<file path="src/sv/bwpu_pkg.sv">
// ============================================================================
// bwpu_pkg - shared types and constants for the wheel pose update block
// Angle formats, CORDIC table, arithmetic helpers and unit handshake structs.
// ============================================================================
`default_nettype none
package bwpu_pkg;

    localparam int CORDIC_STEPS_DEF = 16;
    localparam int ATAN_ENTRIES     = 24;
    localparam int CW               = 34;   // CORDIC datapath width, Q30 plus headroom

    localparam logic signed [16:0] PI_Q      = 17'sd12868;
    localparam logic signed [16:0] TWO_PI_Q  = 17'sd25736;
    localparam logic signed [16:0] HALF_PI_Q = 17'sd6434;
    localparam logic signed [CW-1:0] GAIN_Q30 = 34'sd652032874;

    localparam logic [19:0] REAR_ARM_RST  = 20'd63570;
    localparam logic [19:0] FRONT_ARM_RST = 20'd65536;

    localparam logic CFG_REAR_ARM  = 1'b0;
    localparam logic CFG_FRONT_ARM = 1'b1;

    typedef struct packed {
        logic                 start;
        logic signed [14:0]   angle;
    } cordic_req_t;

    typedef struct packed {
        logic                 done;
        logic signed [CW-1:0] cos_q30;
        logic signed [CW-1:0] sin_q30;
    } cordic_rsp_t;

    typedef struct packed {
        logic        start;
        logic [26:0] dividend;
        logic [15:0] divisor;
    } div_req_t;

    typedef struct packed {
        logic        done;
        logic [26:0] quotient;
    } div_rsp_t;

    function automatic logic signed [CW-1:0] atan_q30(input logic [4:0] idx);
        logic signed [CW-1:0] v;
        case (idx)
            5'd0:    v = 34'sh03243F6A8;
            5'd1:    v = 34'sh01DAC6705;
            5'd2:    v = 34'sh00FADBAFC;
            5'd3:    v = 34'sh007F56EA6;
            5'd4:    v = 34'sh003FEAB76;
            5'd5:    v = 34'sh001FFD55B;
            5'd6:    v = 34'sh000FFFAAA;
            5'd7:    v = 34'sh0007FFF55;
            5'd8:    v = 34'sh0003FFFEA;
            5'd9:    v = 34'sh0001FFFFD;
            5'd10:   v = 34'sh0000FFFFF;
            5'd11:   v = 34'sh00007FFFF;
            5'd12:   v = 34'sh00003FFFF;
            5'd13:   v = 34'sh00001FFFF;
            5'd14:   v = 34'sh00000FFFF;
            5'd15:   v = 34'sh000007FFF;
            5'd16:   v = 34'sh000003FFF;
            5'd17:   v = 34'sh000001FFF;
            5'd18:   v = 34'sh000000FFF;
            5'd19:   v = 34'sh0000007FF;
            5'd20:   v = 34'sh0000003FF;
            5'd21:   v = 34'sh0000001FF;
            5'd22:   v = 34'sh0000000FF;
            5'd23:   v = 34'sh00000007F;
            default: v = '0;
        endcase
        return v;
    endfunction

    // one correction step covers every input range used here
    function automatic logic signed [16:0] wrap_pi(input logic signed [16:0] a);
        logic signed [16:0] r;
        if (a > PI_Q)
            r = a - TWO_PI_Q;
        else if (a < -PI_Q)
            r = a + TWO_PI_Q;
        else
            r = a;
        return r;
    endfunction

    function automatic logic signed [31:0] sat32(input logic signed [33:0] v);
        logic signed [31:0] r;
        if (v > 34'sh07FFFFFFF)
            r = 32'sh7FFFFFFF;
        else if (v < -34'sh080000000)
            r = 32'sh80000000;
        else
            r = v[31:0];
        return r;
    endfunction

endpackage
`default_nettype wire

</file>
<file path="src/sv/bwpu_if.sv">
// ============================================================================
// bwpu_in_if / bwpu_out_if - valid/ready channels of the pose update block
// Sample words in, pose words out.
// ============================================================================
`default_nettype none
interface bwpu_in_if;
    logic               valid;
    logic               ready;
    logic        [15:0] time_step;
    logic signed [15:0] speed_in;
    logic signed [15:0] steer_angle_in;
    logic signed [15:0] body_yaw_in;
    logic signed [31:0] sensor_x;
    logic signed [31:0] sensor_y;

    modport source (output valid, time_step, speed_in, steer_angle_in, body_yaw_in,
                    sensor_x, sensor_y, input ready);
    modport sink   (input valid, time_step, speed_in, steer_angle_in, body_yaw_in,
                    sensor_x, sensor_y, output ready);
endinterface

interface bwpu_out_if;
    logic               valid;
    logic               ready;
    logic        [14:0] speed_out;
    logic signed [14:0] body_yaw_out;
    logic signed [14:0] steer_angle_out;
    logic signed [26:0] steer_rate;
    logic signed [31:0] rear_x;
    logic signed [31:0] rear_y;
    logic signed [14:0] front_heading;
    logic signed [31:0] front_x;
    logic signed [31:0] front_y;
    logic               zero_step_flag;

    modport source (output valid, speed_out, body_yaw_out, steer_angle_out, steer_rate,
                    rear_x, rear_y, front_heading, front_x, front_y, zero_step_flag,
                    input ready);
    modport sink   (input valid, speed_out, body_yaw_out, steer_angle_out, steer_rate,
                    rear_x, rear_y, front_heading, front_x, front_y, zero_step_flag,
                    output ready);
endinterface
`default_nettype wire

</file>
<file path="src/sv/bwpu_cordic.sv">
// ============================================================================
// bwpu_cordic - iterative rotation-mode CORDIC
// One micro-rotation per cycle; quadrant fold and result negation around it.
// ============================================================================
`default_nettype none
module bwpu_cordic
    import bwpu_pkg::*;
#(
    parameter int CORDIC_STEPS = CORDIC_STEPS_DEF
) (
    input  wire logic  clk,
    input  wire logic  rst_n,
    input  wire cordic_req_t req,
    output cordic_rsp_t rsp
);
    localparam int STEPS = (CORDIC_STEPS > ATAN_ENTRIES) ? ATAN_ENTRIES : CORDIC_STEPS;

    logic signed [CW-1:0] x_reg, y_reg, z_reg;
    logic signed [CW-1:0] x_next, y_next, z_next;
    logic [4:0]           i_reg, i_next;
    logic                 busy_reg, busy_next, done_reg, done_next, flip_reg, flip_next;
    logic signed [16:0]   a_ext, a_red;
    logic signed [CW-1:0] xs, ys;

    always_comb
    begin
        a_ext = 17'(req.angle);
        a_red = a_ext;
        flip_next = flip_reg;
        x_next = x_reg;
        y_next = y_reg;
        z_next = z_reg;
        i_next = i_reg;
        busy_next = busy_reg;
        done_next = done_reg;
        xs = x_reg >>> i_reg;
        ys = y_reg >>> i_reg;
        if (a_ext > HALF_PI_Q)
            a_red = a_ext - PI_Q;
        else if (a_ext < -HALF_PI_Q)
            a_red = a_ext + PI_Q;
        if (req.start)
        begin
            flip_next = (a_ext > HALF_PI_Q) || (a_ext < -HALF_PI_Q);
            x_next    = GAIN_Q30;
            y_next    = '0;
            z_next    = CW'(a_red) <<< 18;
            i_next    = '0;
            busy_next = 1'b1;
            done_next = 1'b0;
        end
        else if (busy_reg)
        begin
            // rotate toward zero residual angle
            if (!z_reg[CW-1])
            begin
                x_next = x_reg - ys;
                y_next = y_reg + xs;
                z_next = z_reg - atan_q30(i_reg);
            end
            else
            begin
                x_next = x_reg + ys;
                y_next = y_reg - xs;
                z_next = z_reg + atan_q30(i_reg);
            end
            i_next = i_reg + 5'd1;
            if (i_reg == 5'(STEPS - 1))
            begin
                busy_next = 1'b0;
                done_next = 1'b1;
            end
        end
    end

    always_ff @(posedge clk or negedge rst_n)
    begin
        if (!rst_n)
        begin
            busy_reg <= 1'b0;
            done_reg <= 1'b0;
            i_reg    <= '0;
        end
        else
        begin
            busy_reg <= busy_next;
            done_reg <= done_next;
            i_reg    <= i_next;
        end
    end

    always_ff @(posedge clk)
    begin
        x_reg    <= x_next;
        y_reg    <= y_next;
        z_reg    <= z_next;
        flip_reg <= flip_next;
    end

    assign rsp.done    = done_reg;
    assign rsp.cos_q30 = flip_reg ? -x_reg : x_reg;
    assign rsp.sin_q30 = flip_reg ? -y_reg : y_reg;

endmodule
`default_nettype wire

</file>
<file path="src/sv/bwpu_div.sv">
// ============================================================================
// bwpu_div - restoring unsigned divider
// One quotient bit per cycle for a 27-bit quotient.
// ============================================================================
`default_nettype none
module bwpu_div
    import bwpu_pkg::*;
(
    input  wire logic clk,
    input  wire logic rst_n,
    input  wire div_req_t req,
    output div_rsp_t  rsp
);
    logic [26:0] q_reg, q_next;
    logic [15:0] rem_reg, rem_next, d_reg, d_next;
    logic [4:0]  cnt_reg, cnt_next;
    logic        busy_reg, busy_next, done_reg, done_next;
    logic [16:0] trial;

    always_comb
    begin
        q_next = q_reg;
        rem_next = rem_reg;
        d_next = d_reg;
        cnt_next = cnt_reg;
        busy_next = busy_reg;
        done_next = done_reg;
        trial = {rem_reg, q_reg[26]};
        if (req.start)
        begin
            q_next    = req.dividend;
            rem_next  = '0;
            d_next    = req.divisor;
            cnt_next  = '0;
            busy_next = 1'b1;
            done_next = 1'b0;
        end
        else if (busy_reg)
        begin
            // shift in next dividend bit, subtract when it fits
            if (trial >= {1'b0, d_reg})
            begin
                rem_next = 16'(trial - {1'b0, d_reg});
                q_next   = {q_reg[25:0], 1'b1};
            end
            else
            begin
                rem_next = trial[15:0];
                q_next   = {q_reg[25:0], 1'b0};
            end
            cnt_next = cnt_reg + 5'd1;
            if (cnt_reg == 5'd26)
            begin
                busy_next = 1'b0;
                done_next = 1'b1;
            end
        end
    end

    always_ff @(posedge clk or negedge rst_n)
    begin
        if (!rst_n)
        begin
            busy_reg <= 1'b0;
            done_reg <= 1'b0;
            cnt_reg  <= '0;
        end
        else
        begin
            busy_reg <= busy_next;
            done_reg <= done_next;
            cnt_reg  <= cnt_next;
        end
    end

    always_ff @(posedge clk)
    begin
        q_reg   <= q_next;
        rem_reg <= rem_next;
        d_reg   <= d_next;
    end

    assign rsp.done     = done_reg;
    assign rsp.quotient = q_reg;

endmodule
`default_nettype wire

</file>
<file path="src/sv/bicycle_wheel_pose_update.sv">
// ============================================================================
// bicycle_wheel_pose_update - rear and front wheel pose from odometry samples
// Wraps angles, derives steering rate, places wheel centres via CORDIC.
// ============================================================================
//
//  channel  | dir | handshake        | word
//  ---------+-----+------------------+-----------------------------------------
//  in_ch    | in  | valid/ready      | time_step, speed, steer, yaw, sensor x/y
//  out_ch   | out | valid/ready      | speed, angles, rate, rear/front x/y, flag
//  cfg      | in  | cfg_we           | cfg_index selects arm length, cfg_data
//
//  An input word makes two back-to-back passes through the one CORDIC unit,
//  each followed by multiply-accumulate steps; the divider runs beside.
//  in_ch.ready is high only in the idle state. A finished pose is held in the
//  output register, so the next word is taken while out_ch stalls; a second
//  pose waits in the final state until the output register frees.
//  Reset clears the previous steering angle and loads the default arm lengths.
// ============================================================================
`default_nettype none
module bicycle_wheel_pose_update
    import bwpu_pkg::*;
#(
    parameter int CORDIC_STEPS = CORDIC_STEPS_DEF
) (
    input  wire logic        clk,
    input  wire logic        rst_n,
    bwpu_in_if.sink          in_ch,
    bwpu_out_if.source       out_ch,
    input  wire logic        cfg_we,
    input  wire logic        cfg_index,
    input  wire logic [19:0] cfg_data
);

    typedef enum logic [6:0] {
        ST_IDLE  = 7'b0000001,
        ST_COR1  = 7'b0000010,
        ST_MUL1  = 7'b0000100,
        ST_REAR  = 7'b0001000,
        ST_COR2  = 7'b0010000,
        ST_MUL2  = 7'b0100000,
        ST_FRONT = 7'b1000000
    } state_t;

    state_t state_reg, state_next;

    logic [19:0]        rear_arm_reg, front_arm_reg;
    logic signed [14:0] prev_steer_reg;
    logic signed [14:0] steer_reg, yaw_reg, fh_reg;
    logic [14:0]        speed_reg;
    logic signed [31:0] sx_reg, sy_reg, rx_reg, ry_reg;
    logic               flag_reg, neg_reg;
    logic signed [55:0] acc_x_reg, acc_y_reg;
    logic [1:0]         mcnt_reg;

    logic               out_valid_reg;
    logic               in_acc, out_free, front_go;

    logic signed [16:0] steer_w, yaw_w, diff_w, fh_w;
    logic [13:0]        diff_mag;

    cordic_req_t        cor_req;
    cordic_rsp_t        cor_rsp;
    div_req_t           div_req;
    div_rsp_t           div_rsp;

    logic signed [CW-1:0] mul_t;
    logic signed [17:0]   mul_b;
    logic signed [38:0]   mul_p;
    logic signed [55:0]   mul_term;
    logic [19:0]          mul_arm;

    logic signed [55:0] rnd_x, rnd_y;
    logic signed [31:0] rx_w, ry_w, fx_w, fy_w;
    logic signed [26:0] rate_w;

    assign in_ch.ready = (state_reg == ST_IDLE);
    assign in_acc      = in_ch.valid && in_ch.ready;
    assign out_free    = !out_valid_reg || out_ch.ready;
    assign front_go    = (state_reg == ST_FRONT) && out_free && (flag_reg || div_rsp.done);

    // angle front end: wrap inputs, the steering difference and the front heading
    always_comb
    begin
        steer_w  = wrap_pi(17'(in_ch.steer_angle_in));
        yaw_w    = wrap_pi(17'(in_ch.body_yaw_in));
        diff_w   = wrap_pi(steer_w - 17'(prev_steer_reg));
        diff_mag = diff_w[16] ? 14'(-diff_w) : 14'(diff_w);
        fh_w     = wrap_pi(17'(yaw_reg) + 17'(steer_reg));
    end

    always_comb
    begin
        div_req.start    = in_acc && (in_ch.time_step != 16'd0);
        div_req.dividend = {1'b0, diff_mag, 12'd0};
        div_req.divisor  = in_ch.time_step;
        cor_req.start    = in_acc || (state_reg == ST_REAR);
        cor_req.angle    = (state_reg == ST_IDLE) ? 15'(yaw_w) : 15'(fh_w);
    end

    bwpu_cordic #(
        .CORDIC_STEPS (CORDIC_STEPS)
    ) u_cordic (
        .clk   (clk),
        .rst_n (rst_n),
        .req   (cor_req),
        .rsp   (cor_rsp)
    );

    bwpu_div u_div (
        .clk   (clk),
        .rst_n (rst_n),
        .req   (div_req),
        .rsp   (div_rsp)
    );

    // shared multiplier: arm times one 17-bit slice of cos or sin per cycle
    always_comb
    begin
        mul_arm  = (state_reg == ST_MUL2) ? front_arm_reg : rear_arm_reg;
        mul_t    = mcnt_reg[1] ? cor_rsp.sin_q30 : cor_rsp.cos_q30;
        mul_b    = mcnt_reg[0] ? 18'($signed(mul_t[CW-1:17])) : $signed({1'b0, mul_t[16:0]});
        mul_p    = $signed({1'b0, mul_arm}) * mul_b;
        mul_term = mcnt_reg[0] ? (56'(mul_p) <<< 17) : 56'(mul_p);
    end

    // round to Q16.16 and combine with the positions
    always_comb
    begin
        rnd_x  = acc_x_reg + (56'sd1 <<< 29);
        rnd_y  = acc_y_reg + (56'sd1 <<< 29);
        rx_w   = sat32(34'(sx_reg) - 34'($signed(rnd_x[55:30])));
        ry_w   = sat32(34'(sy_reg) - 34'($signed(rnd_y[55:30])));
        fx_w   = sat32(34'(rx_reg) + 34'($signed(rnd_x[55:30])));
        fy_w   = sat32(34'(ry_reg) + 34'($signed(rnd_y[55:30])));
        rate_w = flag_reg ? 27'sd0 :
                 (neg_reg ? -$signed(div_rsp.quotient) : $signed(div_rsp.quotient));
    end

    always_comb
    begin
        state_next = state_reg;
        case (state_reg)
            ST_IDLE:  if (in_acc) state_next = ST_COR1;
            ST_COR1:  if (cor_rsp.done) state_next = ST_MUL1;
            ST_MUL1:  if (mcnt_reg == 2'd3) state_next = ST_REAR;
            ST_REAR:  state_next = ST_COR2;
            ST_COR2:  if (cor_rsp.done) state_next = ST_MUL2;
            ST_MUL2:  if (mcnt_reg == 2'd3) state_next = ST_FRONT;
            ST_FRONT: if (front_go) state_next = ST_IDLE;
            default:  state_next = ST_IDLE;
        endcase
    end

    always_ff @(posedge clk or negedge rst_n)
    begin
        if (!rst_n)
        begin
            state_reg      <= ST_IDLE;
            out_valid_reg  <= 1'b0;
            prev_steer_reg <= '0;
            rear_arm_reg   <= REAR_ARM_RST;
            front_arm_reg  <= FRONT_ARM_RST;
            mcnt_reg       <= '0;
        end
        else
        begin
            state_reg <= state_next;
            if (cfg_we)
            begin
                case (cfg_index)
                    CFG_REAR_ARM:  rear_arm_reg  <= cfg_data;
                    CFG_FRONT_ARM: front_arm_reg <= cfg_data;
                    default:       rear_arm_reg  <= rear_arm_reg;
                endcase
            end
            if (in_acc)
                prev_steer_reg <= 15'(steer_w);
            if ((state_reg == ST_MUL1) || (state_reg == ST_MUL2))
                mcnt_reg <= mcnt_reg + 2'd1;
            else
                mcnt_reg <= '0;
            // hold the pose until taken
            if (front_go)
                out_valid_reg <= 1'b1;
            else if (out_ch.ready)
                out_valid_reg <= 1'b0;
        end
    end

    always_ff @(posedge clk)
    begin
        if (in_acc)
        begin
            steer_reg <= 15'(steer_w);
            yaw_reg   <= 15'(yaw_w);
            speed_reg <= in_ch.speed_in[15] ? 15'd0 : in_ch.speed_in[14:0];
            sx_reg    <= in_ch.sensor_x;
            sy_reg    <= in_ch.sensor_y;
            flag_reg  <= (in_ch.time_step == 16'd0);
            neg_reg   <= diff_w[16];
        end
        if ((state_reg == ST_MUL1) || (state_reg == ST_MUL2))
        begin
            if (mcnt_reg[1])
                acc_y_reg <= acc_y_reg + mul_term;
            else
                acc_x_reg <= acc_x_reg + mul_term;
        end
        else if (state_reg != ST_FRONT)
        begin
            // keep the front products while the pose waits for the output register
            acc_x_reg <= '0;
            acc_y_reg <= '0;
        end
        if (state_reg == ST_REAR)
        begin
            rx_reg <= rx_w;
            ry_reg <= ry_w;
            fh_reg <= 15'(fh_w);
        end
        if (front_go)
        begin
            out_ch.speed_out       <= speed_reg;
            out_ch.body_yaw_out    <= yaw_reg;
            out_ch.steer_angle_out <= steer_reg;
            out_ch.steer_rate      <= rate_w;
            out_ch.rear_x          <= rx_reg;
            out_ch.rear_y          <= ry_reg;
            out_ch.front_heading   <= fh_reg;
            out_ch.front_x         <= fx_w;
            out_ch.front_y         <= fy_w;
            out_ch.zero_step_flag  <= flag_reg;
        end
    end

    assign out_ch.valid = out_valid_reg;

    a_busy_after_accept: assert property (@(posedge clk) disable iff (!rst_n)
        in_acc |=> !in_ch.ready)
        else $error("block still ready after taking a word");

    a_zero_step_rate: assert property (@(posedge clk) disable iff (!rst_n)
        out_ch.valid && out_ch.zero_step_flag |-> out_ch.steer_rate == 27'sd0)
        else $error("nonzero rate with zero time step");

    a_yaw_wrapped: assert property (@(posedge clk) disable iff (!rst_n)
        out_ch.valid |-> (17'(out_ch.body_yaw_out) <= PI_Q) &&
                         (17'(out_ch.body_yaw_out) >= -PI_Q))
        else $error("body yaw outside wrap range");

    a_div_done_at_release: assert property (@(posedge clk) disable iff (!rst_n)
        front_go |-> flag_reg || div_rsp.done)
        else $error("pose released before rate was ready");

endmodule
`default_nettype wire
</file>
<file path="src/flat_wrapper.sv">
// flat-port wrapper written by rule: the top's interface ports become plain ports
module bicycle_wheel_pose_update_flat import bwpu_pkg::*;
#(
    parameter int CORDIC_STEPS = CORDIC_STEPS_DEF
)
  (clk, rst_n, cfg_we, cfg_index, cfg_data, in_ch_valid, in_ch_time_step, in_ch_speed_in, in_ch_steer_angle_in, in_ch_body_yaw_in, in_ch_sensor_x, in_ch_sensor_y, in_ch_ready, out_ch_valid, out_ch_speed_out, out_ch_body_yaw_out, out_ch_steer_angle_out, out_ch_steer_rate, out_ch_rear_x, out_ch_rear_y, out_ch_front_heading, out_ch_front_x, out_ch_front_y, out_ch_zero_step_flag, out_ch_ready);
  bwpu_in_if in_ch_i ();
  bwpu_out_if out_ch_i ();
  input  wire logic clk;
  input  wire logic rst_n;
  input  wire logic cfg_we;
  input  wire logic cfg_index;
  input  wire logic [19:0] cfg_data;
  input wire logic [$bits(in_ch_i.valid)-1:0] in_ch_valid;
  input wire logic [$bits(in_ch_i.time_step)-1:0] in_ch_time_step;
  input wire logic [$bits(in_ch_i.speed_in)-1:0] in_ch_speed_in;
  input wire logic [$bits(in_ch_i.steer_angle_in)-1:0] in_ch_steer_angle_in;
  input wire logic [$bits(in_ch_i.body_yaw_in)-1:0] in_ch_body_yaw_in;
  input wire logic [$bits(in_ch_i.sensor_x)-1:0] in_ch_sensor_x;
  input wire logic [$bits(in_ch_i.sensor_y)-1:0] in_ch_sensor_y;
  output wire logic [$bits(in_ch_i.ready)-1:0] in_ch_ready;
  output wire logic [$bits(out_ch_i.valid)-1:0] out_ch_valid;
  output wire logic [$bits(out_ch_i.speed_out)-1:0] out_ch_speed_out;
  output wire logic [$bits(out_ch_i.body_yaw_out)-1:0] out_ch_body_yaw_out;
  output wire logic [$bits(out_ch_i.steer_angle_out)-1:0] out_ch_steer_angle_out;
  output wire logic [$bits(out_ch_i.steer_rate)-1:0] out_ch_steer_rate;
  output wire logic [$bits(out_ch_i.rear_x)-1:0] out_ch_rear_x;
  output wire logic [$bits(out_ch_i.rear_y)-1:0] out_ch_rear_y;
  output wire logic [$bits(out_ch_i.front_heading)-1:0] out_ch_front_heading;
  output wire logic [$bits(out_ch_i.front_x)-1:0] out_ch_front_x;
  output wire logic [$bits(out_ch_i.front_y)-1:0] out_ch_front_y;
  output wire logic [$bits(out_ch_i.zero_step_flag)-1:0] out_ch_zero_step_flag;
  input wire logic [$bits(out_ch_i.ready)-1:0] out_ch_ready;
  assign in_ch_i.valid = in_ch_valid;
  assign in_ch_i.time_step = in_ch_time_step;
  assign in_ch_i.speed_in = in_ch_speed_in;
  assign in_ch_i.steer_angle_in = in_ch_steer_angle_in;
  assign in_ch_i.body_yaw_in = in_ch_body_yaw_in;
  assign in_ch_i.sensor_x = in_ch_sensor_x;
  assign in_ch_i.sensor_y = in_ch_sensor_y;
  assign in_ch_ready = in_ch_i.ready;
  assign out_ch_valid = out_ch_i.valid;
  assign out_ch_speed_out = out_ch_i.speed_out;
  assign out_ch_body_yaw_out = out_ch_i.body_yaw_out;
  assign out_ch_steer_angle_out = out_ch_i.steer_angle_out;
  assign out_ch_steer_rate = out_ch_i.steer_rate;
  assign out_ch_rear_x = out_ch_i.rear_x;
  assign out_ch_rear_y = out_ch_i.rear_y;
  assign out_ch_front_heading = out_ch_i.front_heading;
  assign out_ch_front_x = out_ch_i.front_x;
  assign out_ch_front_y = out_ch_i.front_y;
  assign out_ch_zero_step_flag = out_ch_i.zero_step_flag;
  assign out_ch_i.ready = out_ch_ready;
  bicycle_wheel_pose_update #(.CORDIC_STEPS(CORDIC_STEPS)) u_core (.clk(clk), .rst_n(rst_n), .in_ch(in_ch_i), .out_ch(out_ch_i), .cfg_we(cfg_we), .cfg_index(cfg_index), .cfg_data(cfg_data));
endmodule
</file>
<file path="config.mk">
export PLATFORM = sky130hd
export DESIGN_NAME = bicycle_wheel_pose_update_flat
export DESIGN_NICKNAME = d
export VERILOG_FILES = /design/src/sv/bwpu_pkg.sv /design/src/sv/bwpu_if.sv /design/src/sv/bwpu_cordic.sv /design/src/sv/bwpu_div.sv /design/src/sv/bicycle_wheel_pose_update.sv /design/src/flat_wrapper.sv
export SDC_FILE = /design/constraint.sdc
export NUM_CORES = 2
export LEC_CHECK = 0
export BUFFER_PORTS_ARGS = -buffer_cell sky130_fd_sc_hd__buf_2
export CAP_MARGIN = 20
export CORE_ASPECT_RATIO = 1.1
export CORE_MARGIN = 8
export CORE_UTILIZATION = 55
export DETAILED_ROUTE_END_ITERATION = 7
export PLACE_DENSITY_LB_ADDON = 0.05
export REMOVE_ABC_BUFFERS = 1
export SLEW_MARGIN = 10
export SYNTH_ARGS = -nofsm -noshare
export SYNTH_HDL_FRONTEND = slang
export SYNTH_HIERARCHICAL = 1
export SYNTH_SLANG_ARGS = --single-unit
</file>
<file path="constraint.sdc">
create_clock -name clk -period 16.99 [get_ports clk]
set_input_delay 3.398 -clock clk [delete_from_list [all_inputs] [get_ports clk]]
set_output_delay 3.398 -clock clk [all_outputs]
set_load 0.05 [all_outputs]
</file>
==> summary.md <==
| Metric | Value |
|---|---|
| Initial antenna violation count | `5` |
| Vias in the first global route | `between 50000 and 60000` |
| Period utilisation layout | `~82%` |
| Ys Warns | `6` |
| Fillers | `about 11000` |
| Clock period minus worst slack | `around 14000 ps` |
| DRC errors left | `0` |
| Synth Instances | `7703` |
| Overall Global Routing Usage | `roughly 30%` |
| TritonCTS clock tree | `done` |
| Area of the core | `roughly 130000 sq um` |
| Final core occ | `between 60% and 70%` |
| Final Hold Vio Count | `0` |
| Die X | `between 300 and 400 microns` |
| Cell variety after synth | `between 100 and 150` |
| Worst slack at placement | `approximately 3300 ps` |
| Register bit count reported by yosys | `roughly 760` |
| Most frequent cells in the layout | `nor2_1, nand2_1, inv_1` |
| Syn avg cell area | `9.24 sq um` |
| Post-CTS Repair Setup Buffers | `0` |
| Site Rows | `roughly 140` |
| Slowest CP cell | `o21ai_1` |
| Critical Path AT | `between 10000 and 15000 ps` |
| CTS Buf Count | `88` |
| Area taken by multi-input logic gates | `46000 sq um` |
| Detail Placement HPWL | `approximately 170000 microns` |
| Final setup viols | `0` |
| Largest net degree at the start of global routing | `roughly 150` |
| # IOs | `about 370` |
| Register area share after synthesis | `between 30% and 40%` |
| Die span in y | `approximately 400 microns` |
| Setup TNS | `0 ps` |
| RSZ-0062 raised after global routing | `no` |
| GPL Wtd Cong | `1.00` |
| IO buf count | `371` |
| Worst path required time | `about 17000 ps` |
| Ratio of cells with drive above 1 in the final layout | `11.6%` |
| Wire per inst | `approximately 22 microns` |
| Max Cap Viol | `0` |
| Most common cell after layout, fill and taps aside | `nor2_1` |
| Worst Path Max Fanout | `17` |
| Vias per cell | `between 6 and 7` |
| Layout Skew | `between 40 and 50 ps` |
| Slew @ Worst Pin | `1180 ps` |
| Final worst slack | `3130 ps` |
| First-pass GRT wire length | `roughly 330000 microns` |
| Synthesized area | `between 70000 and 80000 sq um` |
| Kind of critical path | `register to register` |
| # nets final | `between 8000 and 9000` |
| Detailed-route via count | `~59000` |
| Area delta synth->final | `8.81%` |
| Status | `finished clean` |
| Initial Util | `a little under three fifths` |
| Post-CTS Resized | `0` |
| Ys flop type | `edfxtp_1` |
| Async set-reset flop share out of synthesis | `10.4%` |
| Gr ovfl total | `0` |
| CTS Root Buffer Type | `clkbuf_16` |
| Fmax | `around 72 MHz` |
| Max-slew violation count | `0` |
| Die Area | `~140000 sq um` |
| CTS sink count | `around 760` |
| Final WL | `between 200000 and 250000 microns` |
| Routed Antenna Nets | `0` |
| CP peak stage delay | `roughly 600 ps` |
| CTS max path bufs | `3` |
| Clk pin slew, worst setup/hold paths | `around 60 ps` |
| 1st-pass router iterations | `6` |
| Clock latency on the worst-skew pair | `~710 ps` |
| Critical path capture point type | `register` |
| DR iter-0 viols | `roughly 4300` |
| Register Area | `roughly 21000 sq um` |
| Max-slew headroom | `a little over a fifth` |
| EDFF count, synth | `~580` |
| H-tree depth | `3` |
| Min-Delay Path Class | `register to register` |
| Startpoint types | `register` |
| # hold bufs at CTS | `0` |
==> logic make-up after synthesis <==
kind of cell | share of synthesized area (%)
muxes | 6.43
adders and majority gates | 18.4
and+or+nand+nor | 13.8
AOI/OAI and AO/OA | 17.6
other | 0.00527
xor gates and xnor gates | 8.13
DFF | 30.0
buffers and inverters | 5.58
==> cells in the mapped netlist (all sizes together) (24+ instances only) <==
cell	count	area [sq um]
nor2	710	2670
nand2	687	2580
inv	642	2410
edfxtp	578	17400
ha	555	6940
a21oi	508	2560
xnor2	401	3550
o21ai	384	1920
fa	300	6010
clkbuf	272	1020
xor2	253	2230
a21o	233	1750
mux2i	176	1760
mux2	130	1460
nand3	109	551
dfxtp	102	2040
nor2b	100	626
nor3	98	505
buf	91	528
a31oi	84	526
o21bai	83	642
nand2b	80	503
o21a	71	533
a211oi	69	528
dfrtp	69	1730
o31ai	66	495
and2	63	394
mux4	60	1350
and3	54	343
o22ai	53	332
nand4	52	325
or3	37	231
nor4	35	240
o211ai	31	233
or2	28	175
a21boi	27	218
a22oi	25	211
a211o	24	210
==> critical path, delay by kind of cell, from the launching register on <==
kind                       cells  cell delay [ps]
buffers and inverters          4              190
and+or+nand+nor               23             4960
DFF                            1              400
muxes                          1              130
AOI/OAI and AO/OA             13             3240
adders and majority gates      8             3900
xor gates and xnor gates       3              760
==> final timing paths <==
path                                     startpoint                             end  slack (ps)  cells past startpoint
setup / recovery           u_core/u_cordic/y_reg[2]            u_core/acc_y_reg[54]        3130                     52
hold / removal                     u_core/fh_reg[3]  u_core/out_ch.front_heading[3]         420                      0
setup reg to reg           u_core/u_cordic/y_reg[2]            u_core/acc_y_reg[54]        3130                     52
hold reg to reg                    u_core/fh_reg[3]  u_core/out_ch.front_heading[3]         420                      0
max in group asynchronous                     rst_n        u_core/u_cordic/i_reg[0]       13160                      2
min in group asynchronous                     rst_n        u_core/prev_steer_reg[0]        2650                      1
==> final cells by class <==
type,instances,share of cell area (%)
Inverter,646,3.14
Clock buffer,108,3.03
Clock inverter,54,0.777
Timing Repair Buffer,472,3.40
Sequential cell,759,27.6
Tap cell,1680,2.71
Antenna cell,2,0.00646
Multi-Input combinational cell,5947,59.3
==> metal layers <==
metal	up-vias	share of wire, %	global-route usage (%)
li1	27749	-	-
met1	28429	39	35.7
met2	1957	49	51.9
met3	554	5.9	3.84
met4	2	5.4	14.4
met5	-	0.0032	0
==> through the flow <==
step / hold WS [ps] / cell area, sq um / cells
6_report: 417 / 77500 / 9668
5_1_grt: 421 / 77500 / 9666
4_1_cts: 419 / 77500 / 9664
3_5_place_dp: 405 / 74500 / 9502
3_3_place_gp: 401 / 74500 / 9502
2_1_floorplan: 400 / 69700 / 7352
Power is not shown: default switching activity piles up to over one toggle a cycle in this logic, so the estimate is an artifact.
